## src/design/alal_pkg.sv

```systemverilog
// Shared types, codes and constants for the ambient light lux engine.
package alal_pkg;

    localparam int MUL_A_W = 36;
    localparam int MUL_B_W = 27;
    localparam int MUL_P_W = MUL_A_W + MUL_B_W;
    localparam int MUL_CNT_W = 5;

    localparam logic [1:0] KIND_READ = 2'd0;
    localparam logic [1:0] KIND_LUX  = 2'd1;
    localparam logic [1:0] KIND_IDLE = 2'd2;

    localparam logic [2:0] CFG_LSB_SCALE  = 3'd0;
    localparam logic [2:0] CFG_MODE       = 3'd1;
    localparam logic [2:0] CFG_FIX_GAIN   = 3'd2;
    localparam logic [2:0] CFG_FIX_TIME   = 3'd3;
    localparam logic [2:0] CFG_LOW_LIMIT  = 3'd4;
    localparam logic [2:0] CFG_HIGH_LIMIT = 3'd5;

    localparam logic [1:0] MODE_PLAIN    = 2'd0;
    localparam logic [1:0] MODE_CORR     = 2'd1;
    localparam logic [1:0] MODE_AUTO     = 2'd2;
    localparam logic [1:0] MODE_AUTO_ALT = 2'd3;

    localparam logic [2:0] TIME_MAX = 3'd5;
    localparam logic [2:0] TIME_START = 3'd2;
    localparam logic [1:0] GAIN_TOP = 2'd3;

    localparam logic [39:0] LUX_MAX = 40'hFF_FFFF_FFFF;
    localparam logic [35:0] COEF_A = 36'd11092950;
    localparam logic [46:0] COEF_B = 47'd676793746;
    localparam logic [30:0] COEF_C = 31'd349988;
    localparam logic [35:0] COEF_D = 36'd65687;

    typedef enum logic [2:0] {
        PH_IDLE, PH_FIXED, PH_FIRST, PH_RAISE, PH_LOWER
    } t_phase;

    typedef enum logic [2:0] {
        ST_IDLE, ST_PLAIN, ST_T1, ST_T2, ST_T3, ST_Y
    } t_state;

    function automatic logic [2:0] gain_shift(input logic [1:0] g);
        logic [2:0] s;
        case (g)
            2'd0: s = 3'd4;
            2'd1: s = 3'd3;
            2'd2: s = 3'd1;
            default: s = 3'd0;
        endcase
        return s;
    endfunction

endpackage

```

## src/design/alal_mul.sv

```systemverilog
// Bit-serial shift-add multiplier, one multiplier bit per cycle.
module alal_mul (
    input  logic                          i_clk,
    input  logic                          i_rst_n,
    input  logic                          i_start,
    input  logic [alal_pkg::MUL_A_W-1:0]  i_a,
    input  logic [alal_pkg::MUL_B_W-1:0]  i_b,
    output logic                          o_done,
    output logic [alal_pkg::MUL_P_W-1:0]  o_prod
);
    import alal_pkg::*;

    logic [MUL_P_W-1:0]   r_a;
    logic [MUL_B_W-1:0]   r_b;
    logic [MUL_P_W-1:0]   r_acc;
    logic [MUL_CNT_W-1:0] r_cnt;
    logic                 r_busy;
    logic                 r_done;

    always_ff @(posedge i_clk) begin
        if (!i_rst_n) begin
            r_busy <= 1'b0;
            r_done <= 1'b0;
            r_cnt  <= '0;
        end else begin
            r_done <= 1'b0;
            if (i_start) begin
                r_busy <= 1'b1;
                r_cnt  <= MUL_CNT_W'(MUL_B_W);
            end else if (r_busy) begin
                r_cnt <= r_cnt - 1'b1;
                if (r_cnt == MUL_CNT_W'(1)) begin
                    r_busy <= 1'b0;
                    r_done <= 1'b1;
                end
            end
        end
    end

    always_ff @(posedge i_clk) begin
        if (i_start) begin
            r_a   <= MUL_P_W'(i_a);
            r_b   <= i_b;
            r_acc <= '0;
        end else if (r_busy) begin
            if (r_b[0]) begin
                r_acc <= r_acc + r_a;
            end
            r_a <= r_a << 1;
            r_b <= r_b >> 1;
        end
    end

    assign o_done = r_done;
    assign o_prod = r_acc;

    a_done_after_busy: assert property (@(posedge i_clk) disable iff (!i_rst_n)
        r_done |-> $past(r_busy)) else $error("done without a running product");
    a_no_start_busy: assert property (@(posedge i_clk) disable iff (!i_rst_n)
        i_start |-> !r_busy) else $error("start while multiplier busy");
    a_cnt_idle: assert property (@(posedge i_clk) disable iff (!i_rst_n)
        r_busy |-> r_cnt != '0) else $error("busy with empty count");

endmodule

```

## src/design/ambient_light_autorange_lux.sv

```systemverilog
// Ambient light lux engine: auto-ranging control, lux scaling and correction.
// Read requests and ignored counts: result valid the cycle after the transfer.
// Plain lux: one serial multiply, result registered once the multiplier reports done.
// Corrected lux: five serial multiplies on the shared multiplier, or one if the plain product saturates.
// One item at a time; the next item is taken once the previous result is out.
// Synchronous active-low reset restores register defaults and the idle phase.
module ambient_light_autorange_lux (
    input  logic        i_clk,
    input  logic        i_rst_n,
    input  logic        i_cfg_wr_en,
    input  logic [2:0]  i_cfg_index,
    input  logic [23:0] i_cfg_data,
    input  logic        s_axis_tvalid,
    output logic        s_axis_tready,
    input  logic [15:0] s_axis_tdata,  // als_count[15:0]
    input  logic [0:0]  s_axis_tuser,  // req_type
    output logic        m_axis_tvalid,
    input  logic        m_axis_tready,
    output logic [47:0] m_axis_tdata,  // gain_index[1:0], time_index[4:2], lux_value[44:5],
                                       // was_corrected[45], zero fill
    output logic [1:0]  m_axis_tuser   // result_kind
);
    import alal_pkg::*;

    logic [23:0] r_lsb_scale;
    logic [1:0]  r_mode, r_fix_gain;
    logic [2:0]  r_fix_time;
    logic [15:0] r_low, r_high;

    t_phase      r_phase, n_phase;
    t_state      r_state, n_state;
    logic [1:0]  r_gain, n_gain;
    logic [2:0]  r_time, n_time;
    logic        r_use, n_use;

    logic [MUL_A_W-1:0] r_opa, n_opa;
    logic [MUL_B_W-1:0] r_opb, n_opb;
    logic        r_start, n_start;
    logic        r_sign, n_sign;

    logic        r_ovalid, n_ovalid;
    logic [1:0]  r_okind, n_okind, r_ogain, n_ogain;
    logic [2:0]  r_otime, n_otime;
    logic [39:0] r_olux, n_olux;
    logic        r_ocorr, n_ocorr;

    logic               mul_done;
    logic [MUL_P_W-1:0] mul_prod;
    logic               in_xfer;

    alal_mul u_mul (
        .i_clk   (i_clk),
        .i_rst_n (i_rst_n),
        .i_start (r_start),
        .i_a     (r_opa),
        .i_b     (r_opb),
        .o_done  (mul_done),
        .o_prod  (mul_prod)
    );

    assign s_axis_tready = (r_state == ST_IDLE) && !r_start && (!r_ovalid || m_axis_tready);
    assign in_xfer = s_axis_tvalid && s_axis_tready;

    always_ff @(posedge i_clk) begin
        if (!i_rst_n) begin
            r_lsb_scale <= 24'd60398;
            r_mode      <= MODE_PLAIN;
            r_fix_gain  <= 2'd0;
            r_fix_time  <= TIME_START;
            r_low       <= 16'd100;
            r_high      <= 16'd10000;
        end else if (i_cfg_wr_en) begin
            case (i_cfg_index)
                CFG_LSB_SCALE:  r_lsb_scale <= i_cfg_data;
                CFG_MODE:       r_mode      <= i_cfg_data[1:0];
                CFG_FIX_GAIN:   r_fix_gain  <= i_cfg_data[1:0];
                CFG_FIX_TIME:   r_fix_time  <= i_cfg_data[2:0];
                CFG_LOW_LIMIT:  r_low       <= i_cfg_data[15:0];
                CFG_HIGH_LIMIT: r_high      <= i_cfg_data[15:0];
                default: ;
            endcase
        end
    end

    always_comb begin
        t_phase     ph;
        logic       corr;
        logic       fin;
        logic [2:0] tcl;
        logic [3:0] sh;
        logic [63:0] sum;
        logic [46:0] u;
        logic [30:0] m;

        n_phase = r_phase;
        n_state = r_state;
        n_gain  = r_gain;
        n_time  = r_time;
        n_use   = r_use;
        n_opa   = r_opa;
        n_opb   = r_opb;
        n_start = 1'b0;
        n_sign  = r_sign;
        n_ovalid = (r_ovalid && m_axis_tready) ? 1'b0 : r_ovalid;
        n_okind = r_okind;
        n_ogain = r_ogain;
        n_otime = r_otime;
        n_olux  = r_olux;
        n_ocorr = r_ocorr;
        ph   = r_phase;
        corr = r_use;
        fin  = 1'b0;
        tcl  = (r_time > TIME_MAX) ? TIME_MAX : r_time;
        sh   = 4'(TIME_MAX - tcl) + 4'(gain_shift(r_gain));
        sum  = '0;
        u    = '0;
        m    = '0;

        case (r_state)
            ST_IDLE: begin
                if (in_xfer) begin
                    n_olux  = '0;
                    n_ocorr = 1'b0;
                    n_okind = KIND_READ;
                    n_ovalid = 1'b1;
                    if (!s_axis_tuser[0]) begin
                        if (r_mode[1]) begin
                            n_gain  = 2'd0;
                            n_time  = TIME_START;
                            n_use   = 1'b0;
                            n_phase = PH_FIRST;
                        end else begin
                            n_gain  = r_fix_gain;
                            n_time  = (r_fix_time > TIME_MAX) ? TIME_MAX : r_fix_time;
                            n_use   = (r_mode == MODE_CORR);
                            n_phase = PH_FIXED;
                        end
                    end else begin
                        if (ph == PH_FIRST) begin
                            corr = s_axis_tdata > r_low;
                            ph   = corr ? PH_LOWER : PH_RAISE;
                        end
                        n_use   = corr;
                        n_phase = ph;
                        case (ph)
                            PH_FIXED: fin = 1'b1;
                            PH_RAISE: begin
                                if (s_axis_tdata <= r_low &&
                                    !(r_gain == GAIN_TOP && r_time >= TIME_MAX)) begin
                                    if (r_gain < GAIN_TOP) n_gain = r_gain + 1'b1;
                                    else n_time = r_time + 1'b1;
                                end else begin
                                    fin = 1'b1;
                                end
                            end
                            PH_LOWER: begin
                                if (s_axis_tdata > r_high && r_time > 3'd0) begin
                                    n_time = r_time - 1'b1;
                                end else begin
                                    fin = 1'b1;
                                end
                            end
                            default: begin
                                n_phase = PH_IDLE;
                                n_okind = KIND_IDLE;
                            end
                        endcase
                        if (fin) begin
                            n_phase  = PH_IDLE;
                            n_okind  = KIND_LUX;
                            n_ocorr  = corr;
                            n_ovalid = 1'b0;
                            n_opa    = MUL_A_W'(r_lsb_scale) << sh;
                            n_opb    = MUL_B_W'(s_axis_tdata);
                            n_start  = 1'b1;
                            n_state  = ST_PLAIN;
                        end
                    end
                    n_ogain = n_gain;
                    n_otime = n_time;
                end
            end
            ST_PLAIN: begin
                if (mul_done) begin
                    sum = 64'(mul_prod) + 64'd32768;
                    if (!r_ocorr) begin
                        n_olux = 40'(sum[63:16]);
                        n_ovalid = 1'b1;
                        n_state = ST_IDLE;
                    end else if (sum[63:43] != '0) begin
                        n_olux = LUX_MAX;
                        n_ovalid = 1'b1;
                        n_state = ST_IDLE;
                    end else begin
                        n_opb   = sum[42:16];
                        n_opa   = COEF_A;
                        n_start = 1'b1;
                        n_state = ST_T1;
                    end
                end
            end
            ST_T1: begin
                if (mul_done) begin
                    sum = 64'(mul_prod) + 64'd32768;
                    u   = sum[62:16];
                    n_sign = u < COEF_B;
                    n_opa  = n_sign ? MUL_A_W'(COEF_B - u) : MUL_A_W'(u - COEF_B);
                    n_start = 1'b1;
                    n_state = ST_T2;
                end
            end
            ST_T2: begin
                if (mul_done) begin
                    sum = 64'(mul_prod) + 64'h8000_0000;
                    m   = sum[62:32];
                    if (r_sign) begin
                        n_opa = (m >= COEF_C) ? '0 : MUL_A_W'(COEF_C - m);
                    end else begin
                        n_opa = MUL_A_W'(m) + MUL_A_W'(COEF_C);
                    end
                    n_start = 1'b1;
                    n_state = ST_T3;
                end
            end
            ST_T3: begin
                if (mul_done) begin
                    sum = 64'(mul_prod) + 64'h80_0000;
                    n_opa = sum[59:24] + COEF_D;
                    n_start = 1'b1;
                    n_state = ST_Y;
                end
            end
            ST_Y: begin
                if (mul_done) begin
                    sum = 64'(mul_prod) + 64'd32768;
                    n_olux = (sum[63:56] != '0) ? LUX_MAX : sum[55:16];
                    n_ovalid = 1'b1;
                    n_state = ST_IDLE;
                end
            end
            default: n_state = ST_IDLE;
        endcase
    end

    always_ff @(posedge i_clk) begin
        if (!i_rst_n) begin
            r_phase  <= PH_IDLE;
            r_state  <= ST_IDLE;
            r_gain   <= 2'd0;
            r_time   <= TIME_START;
            r_use    <= 1'b0;
            r_start  <= 1'b0;
            r_ovalid <= 1'b0;
        end else begin
            r_phase  <= n_phase;
            r_state  <= n_state;
            r_gain   <= n_gain;
            r_time   <= n_time;
            r_use    <= n_use;
            r_start  <= n_start;
            r_ovalid <= n_ovalid;
        end
    end

    always_ff @(posedge i_clk) begin
        r_opa   <= n_opa;
        r_opb   <= n_opb;
        r_sign  <= n_sign;
        r_okind <= n_okind;
        r_ogain <= n_ogain;
        r_otime <= n_otime;
        r_olux  <= n_olux;
        r_ocorr <= n_ocorr;
    end

    assign m_axis_tvalid = r_ovalid;
    assign m_axis_tuser  = r_okind;
    assign m_axis_tdata  = {2'b00, r_ocorr, r_olux, r_otime, r_ogain};

    a_ready_idle: assert property (@(posedge i_clk) disable iff (!i_rst_n)
        s_axis_tready |-> r_state == ST_IDLE) else $error("input taken while computing");
    a_start_busy: assert property (@(posedge i_clk) disable iff (!i_rst_n)
        r_start |-> r_state != ST_IDLE) else $error("multiply started while idle");
    a_no_valid_busy: assert property (@(posedge i_clk) disable iff (!i_rst_n)
        (r_state != ST_IDLE) |-> !r_ovalid) else $error("result pending during compute");
    a_lux_kind: assert property (@(posedge i_clk) disable iff (!i_rst_n)
        (r_ovalid && r_okind != KIND_LUX) |-> (r_olux == '0 && !r_ocorr))
        else $error("nonzero lux on non-lux result");

endmodule
```

## config.mk

```make
export PLATFORM = sky130hd
export DESIGN_NAME = ambient_light_autorange_lux
export DESIGN_NICKNAME = d
export VERILOG_FILES = /design/src/design/alal_pkg.sv /design/src/design/alal_mul.sv /design/src/design/ambient_light_autorange_lux.sv
export SDC_FILE = /design/constraint.sdc
export NUM_CORES = 1
export LEC_CHECK = 0
export ABC_CLOCK_PERIOD_IN_PS = 9300
export BUFFER_PORTS_ARGS = -buffer_cell sky130_fd_sc_hd__buf_4
export CAP_MARGIN = 15
export CORE_ASPECT_RATIO = 0.6
export CORE_UTILIZATION = 45
export CTS_BUF_LIST = sky130_fd_sc_hd__clkbuf_2 sky130_fd_sc_hd__clkbuf_4 sky130_fd_sc_hd__clkbuf_8
export DETAILED_ROUTE_END_ITERATION = 6
export PLACE_DENSITY = 0.59
export SLEW_MARGIN = 20
export SYNTH_ARGS = -nofsm -noshare
export SYNTH_HDL_FRONTEND = slang
export SYNTH_SLANG_ARGS = --single-unit
```

## constraint.sdc

```tcl
create_clock -name i_clk -period 9.3 [get_ports i_clk]
set_input_delay 0.465 -clock i_clk [delete_from_list [all_inputs] [get_ports i_clk]]
set_output_delay 0.465 -clock i_clk [all_outputs]
set_load 0.02 [all_outputs]
```

==> reports/results.tsv <==
metric	value	unit
mux cell area share after synthesis	7.19	%
EDFF count, synth	175	
Final Cell Area	29100	µm²
xor/xnor share of the synthesized area	7.40	%
critical path cell sequence	ha_1, and4_1, nand4_1, o31a_1, nor4b_1, nand4_1, nor4_4, nand2_1, or3_1, a31oi_4, buf_4	
routability cong.	1.04	
static leakage	0.0108	µW
chip height	189	µm
status	finished, final reports clean	
sequential fraction of the synthesis area	33.2	%
clock tree buffer depth	3	
setup TNS	0	ps
pwr dens	241	nW/µm²
Fillers	5437	
CP max stage delay	760	ps
WS Path Type	flip-flop to flip-flop	
max cap viols	0	
Post-Synth Simple-Gate Area	20.7	%
layout cell share with drive strength beyond 1	12.3	%
Hold Crit Class	input pin to flip-flop	
Final nets	3284	
Final Non-Filler Cells	3933	
CTS HTree Levels	2	
Netlist cell types	101	
total CTS buffers	58	
post-route clock period utilization	65.4	%
Pwr Total	7020	µW
Synth Area in Adders	5.91	%
Post-Syn Instances	3097	
DPL Wire Length	83.7	mm
highest clock rate	0.164	GHz
clock sink count	349	
WP data required	9660	ps
asr flop ratio synth	0	%
synthesized cell area	26300	µm²
placed cell areas	27500	µm²
Logic pwr share	46.6	%
Tmin final	6090	ps
Cells after DPL	3800	
area grow syn2layout	10.7	%
RSZ-0062 raised after global routing	no	
first-pass GRT wire length	155	mm
vias in the first global route	22530	
Buffers on Ports	98	
#FFs+latches synth	349	
vias	25279	
compound-cell area share of the yosys netlist	20.9	%
clk root buf	clkbuf_8	
Hold Fails Final Rpt	0	
Clk pwr share	23.2	%
part of the power in registers	30.2	%
Worst Tran Pin Value	1190	ps
Starting Density	45.6	%
Worst path slowest cell	ha_1	
I/O Pins	101	
initial antenna violation count	7	
Synth Flop Type	edfxtp_1	
Slew HR	20.3	%
Site Rows	68	
Worst Setup End Kind	flip-flop	
initial drt markers	3494	
Sw Ratio	45.2	%
CP arrival	6440	ps
peak supply drop	0.160	mV
largest family of logic cells by synthesized area	compound AO/OA/AOI/OAI gates	
Slew Limit Fails	0	
final setup vio count	0	
ANT nets after route	0	
P_sw	3170	µW
vias per inst	6.43	
Core Box Area	57600	µm²
drt drc	0	
grt total ovfl	0	
worst-skew pair later-pin latency	740	ps
First-pass DRT Iterations	6	
CTS tree	yes	
most frequent CP cell	nand4_1	
die width	314	µm
crit path max fanout	36	
Warnings, synthesis	0	
DR WL/cell	27.3	µm
crit start category	flip-flop	
CTS clk-pin slew, worst paths	70	ps
Die ar.	59400	µm²
Buf+Inv Stages, Crit Path	1	
Avg Cell Area, Syn	8.49	µm²
pin count of the biggest net entering global routing	138	
routed wire length	107	mm
CP top delay family	simple AND/OR/NAND/NOR gates	
clock skew	75.3	ps
P_int	3850	µW
GRT Overall Usage	35.3	%
postcts setup bufs	0	
post-layout util	50.5	%
## worst register-to-register path, cell delays in order (launching register included)
cell     delay, ps
dfxtp_1        730
ha_1           770
and4_1         520
nand4_1        600
o31a_1         530
nor4b_1        480
nand4_1        230
nor4_4         420
nand2_1        180
or3_1          510
a31oi_4        190
buf_4          510
## power groups by stage
stage | sequential, µW | clock, µW | combinational, µW
final | 2120 | 1630 | 3270
after global routing | 2140 | 1710 | 3480
after CTS | 2110 | 1650 | 3140
after detailed placement | 2140 | 0 | 3110
after global placement | 2130 | 0 | 3120
after floorplan | 1930 | 0 | 2280
## through the flow
stage / setup WS, ps / hold WS (ps)
after floorplan: 4000 / 436
after global placement: 3570 / 441
after detailed placement: 3430 / 447
after CTS: 3460 / 11.9
after global routing: 3020 / 45.8
final: 3210 / 54.1
## Yosys cell counts (45+ instances only)
cell type / instances / area [µm²]
nand2_1: 359 / 1350
clkbuf_1: 125 / 469
a21o_1: 45 / 338
o21ai_0: 150 / 751
nor3_1: 66 / 330
xor2_1: 71 / 622
ha_1: 121 / 1510
inv_1: 96 / 360
dfxtp_1: 174 / 3480
mux2i_1: 92 / 921
xnor2_1: 151 / 1320
edfxtp_1: 175 / 5260
nand3_1: 107 / 536
a21oi_1: 295 / 1480
nor2_1: 204 / 766
nand4_1: 69 / 432
mux2_2: 72 / 811
## metal layers
metal	share of wire, %	vias up	routed length (µm)	track usage, %
met5	0	-	0	0
met1	50	12379	53900	57.8
met2	37	1304	39300	43.9
met4	1.6	0	1710	6.64
li1	-	11471	-	-
met3	12	125	12400	9.76
## cell type report
class | count | area, µm² | share of cell area (%)
Inverter | 98 | 368 | 1.26
Tap cell | 770 | 963 | 3.31
Clock inverter | 23 | 284 | 0.976
Clock buffer | 86 | 1090 | 3.74
Antenna cell | 2 | 5.00 | 0.0172
Sequential cell | 349 | 8740 | 30.0
Multi-Input combinational cell | 2451 | 16400 | 56.4
Timing Repair Buffer | 154 | 1220 | 4.20
## sequential cells by signal, indices dropped and copies added (netlist names), 2 cells and up
| name | flops |
|---|---|
| r_mode | 2 |
| u_mul.o_prod | 63 |
| r_lsb_scale | 24 |
| r_otime | 3 |
| r_high | 16 |
| r_phase | 3 |
| r_fix_gain | 2 |
| r_opb | 27 |
| r_ogain | 2 |
| r_gain | 2 |
| r_time | 3 |
| r_fix_time | 3 |
| u_mul.r_b | 27 |
| r_state | 3 |
| r_opa | 36 |
| u_mul.r_a | 63 |
| u_mul.r_cnt | 5 |
| m_axis_tuser | 2 |
| r_low | 16 |
| r_olux | 40 |
## cell usage in the layout, fill, tap and decap left out, drive strengths merged, types with 15 or more instances in the layout
master / count
o211ai: 27
and2: 35
a31oi: 27
mux2i: 92
and4: 19
nor3: 69
inv: 97
nand3: 109
nor2b: 25
nand2: 359
ha: 121
xnor2: 151
o21a: 21
a21oi: 296
o21ai: 178
mux2: 72
nand2b: 32
nand4: 75
clkinv: 15
dfxtp: 174
xor2: 71
o31ai: 20
edfxtp: 175
clkbuf: 86
buf: 132
dlygate4sd3: 22
o22ai: 24
a211oi: 38
nor4: 33
and3: 31
a21o: 45
nor2: 204
or3: 27
## path summary, 6_finish.rpt
check	depth (start not counted)	endpoint	start	slack (ps)
hold reg to reg	2	r_low[11]$_SDFFE_PN0P_	r_low[11]$_SDFFE_PN0P_	460
setup / recovery	11	r_opa[11]$_DFFE_PP_	u_mul.o_prod[23]$_SDFFE_PP0P_	3210
hold / removal	3	r_low[0]$_SDFFE_PN0P_	i_cfg_data[0]	50
setup reg to reg	11	r_opa[11]$_DFFE_PP_	u_mul.o_prod[23]$_SDFFE_PP0P_	3210
## kinds of logic (layout without fill, tap and decap cells)
kind of cell | count (synthesis) | in the layout
buffers and inverters | 298 | 361
flip-flops | 349 | 349
other | 1 | 4
AND/OR/NAND/NOR | 1078 | 1078
adder cells (fa/ha/maj) | 123 | 123
multiplexers | 171 | 171
AO/OA/AOI/OAI | 855 | 855
XOR/XNOR | 222 | 222
## timing repair
| action | in CTS | in global routing |
|---|---|---|
| gates resized for setup | 0 | 0 |
| hold endpoints to repair | 48 | 0 |
| hold buffers | 22 | 0 |
No activity file was read; power rests on OpenSTA's default activity.
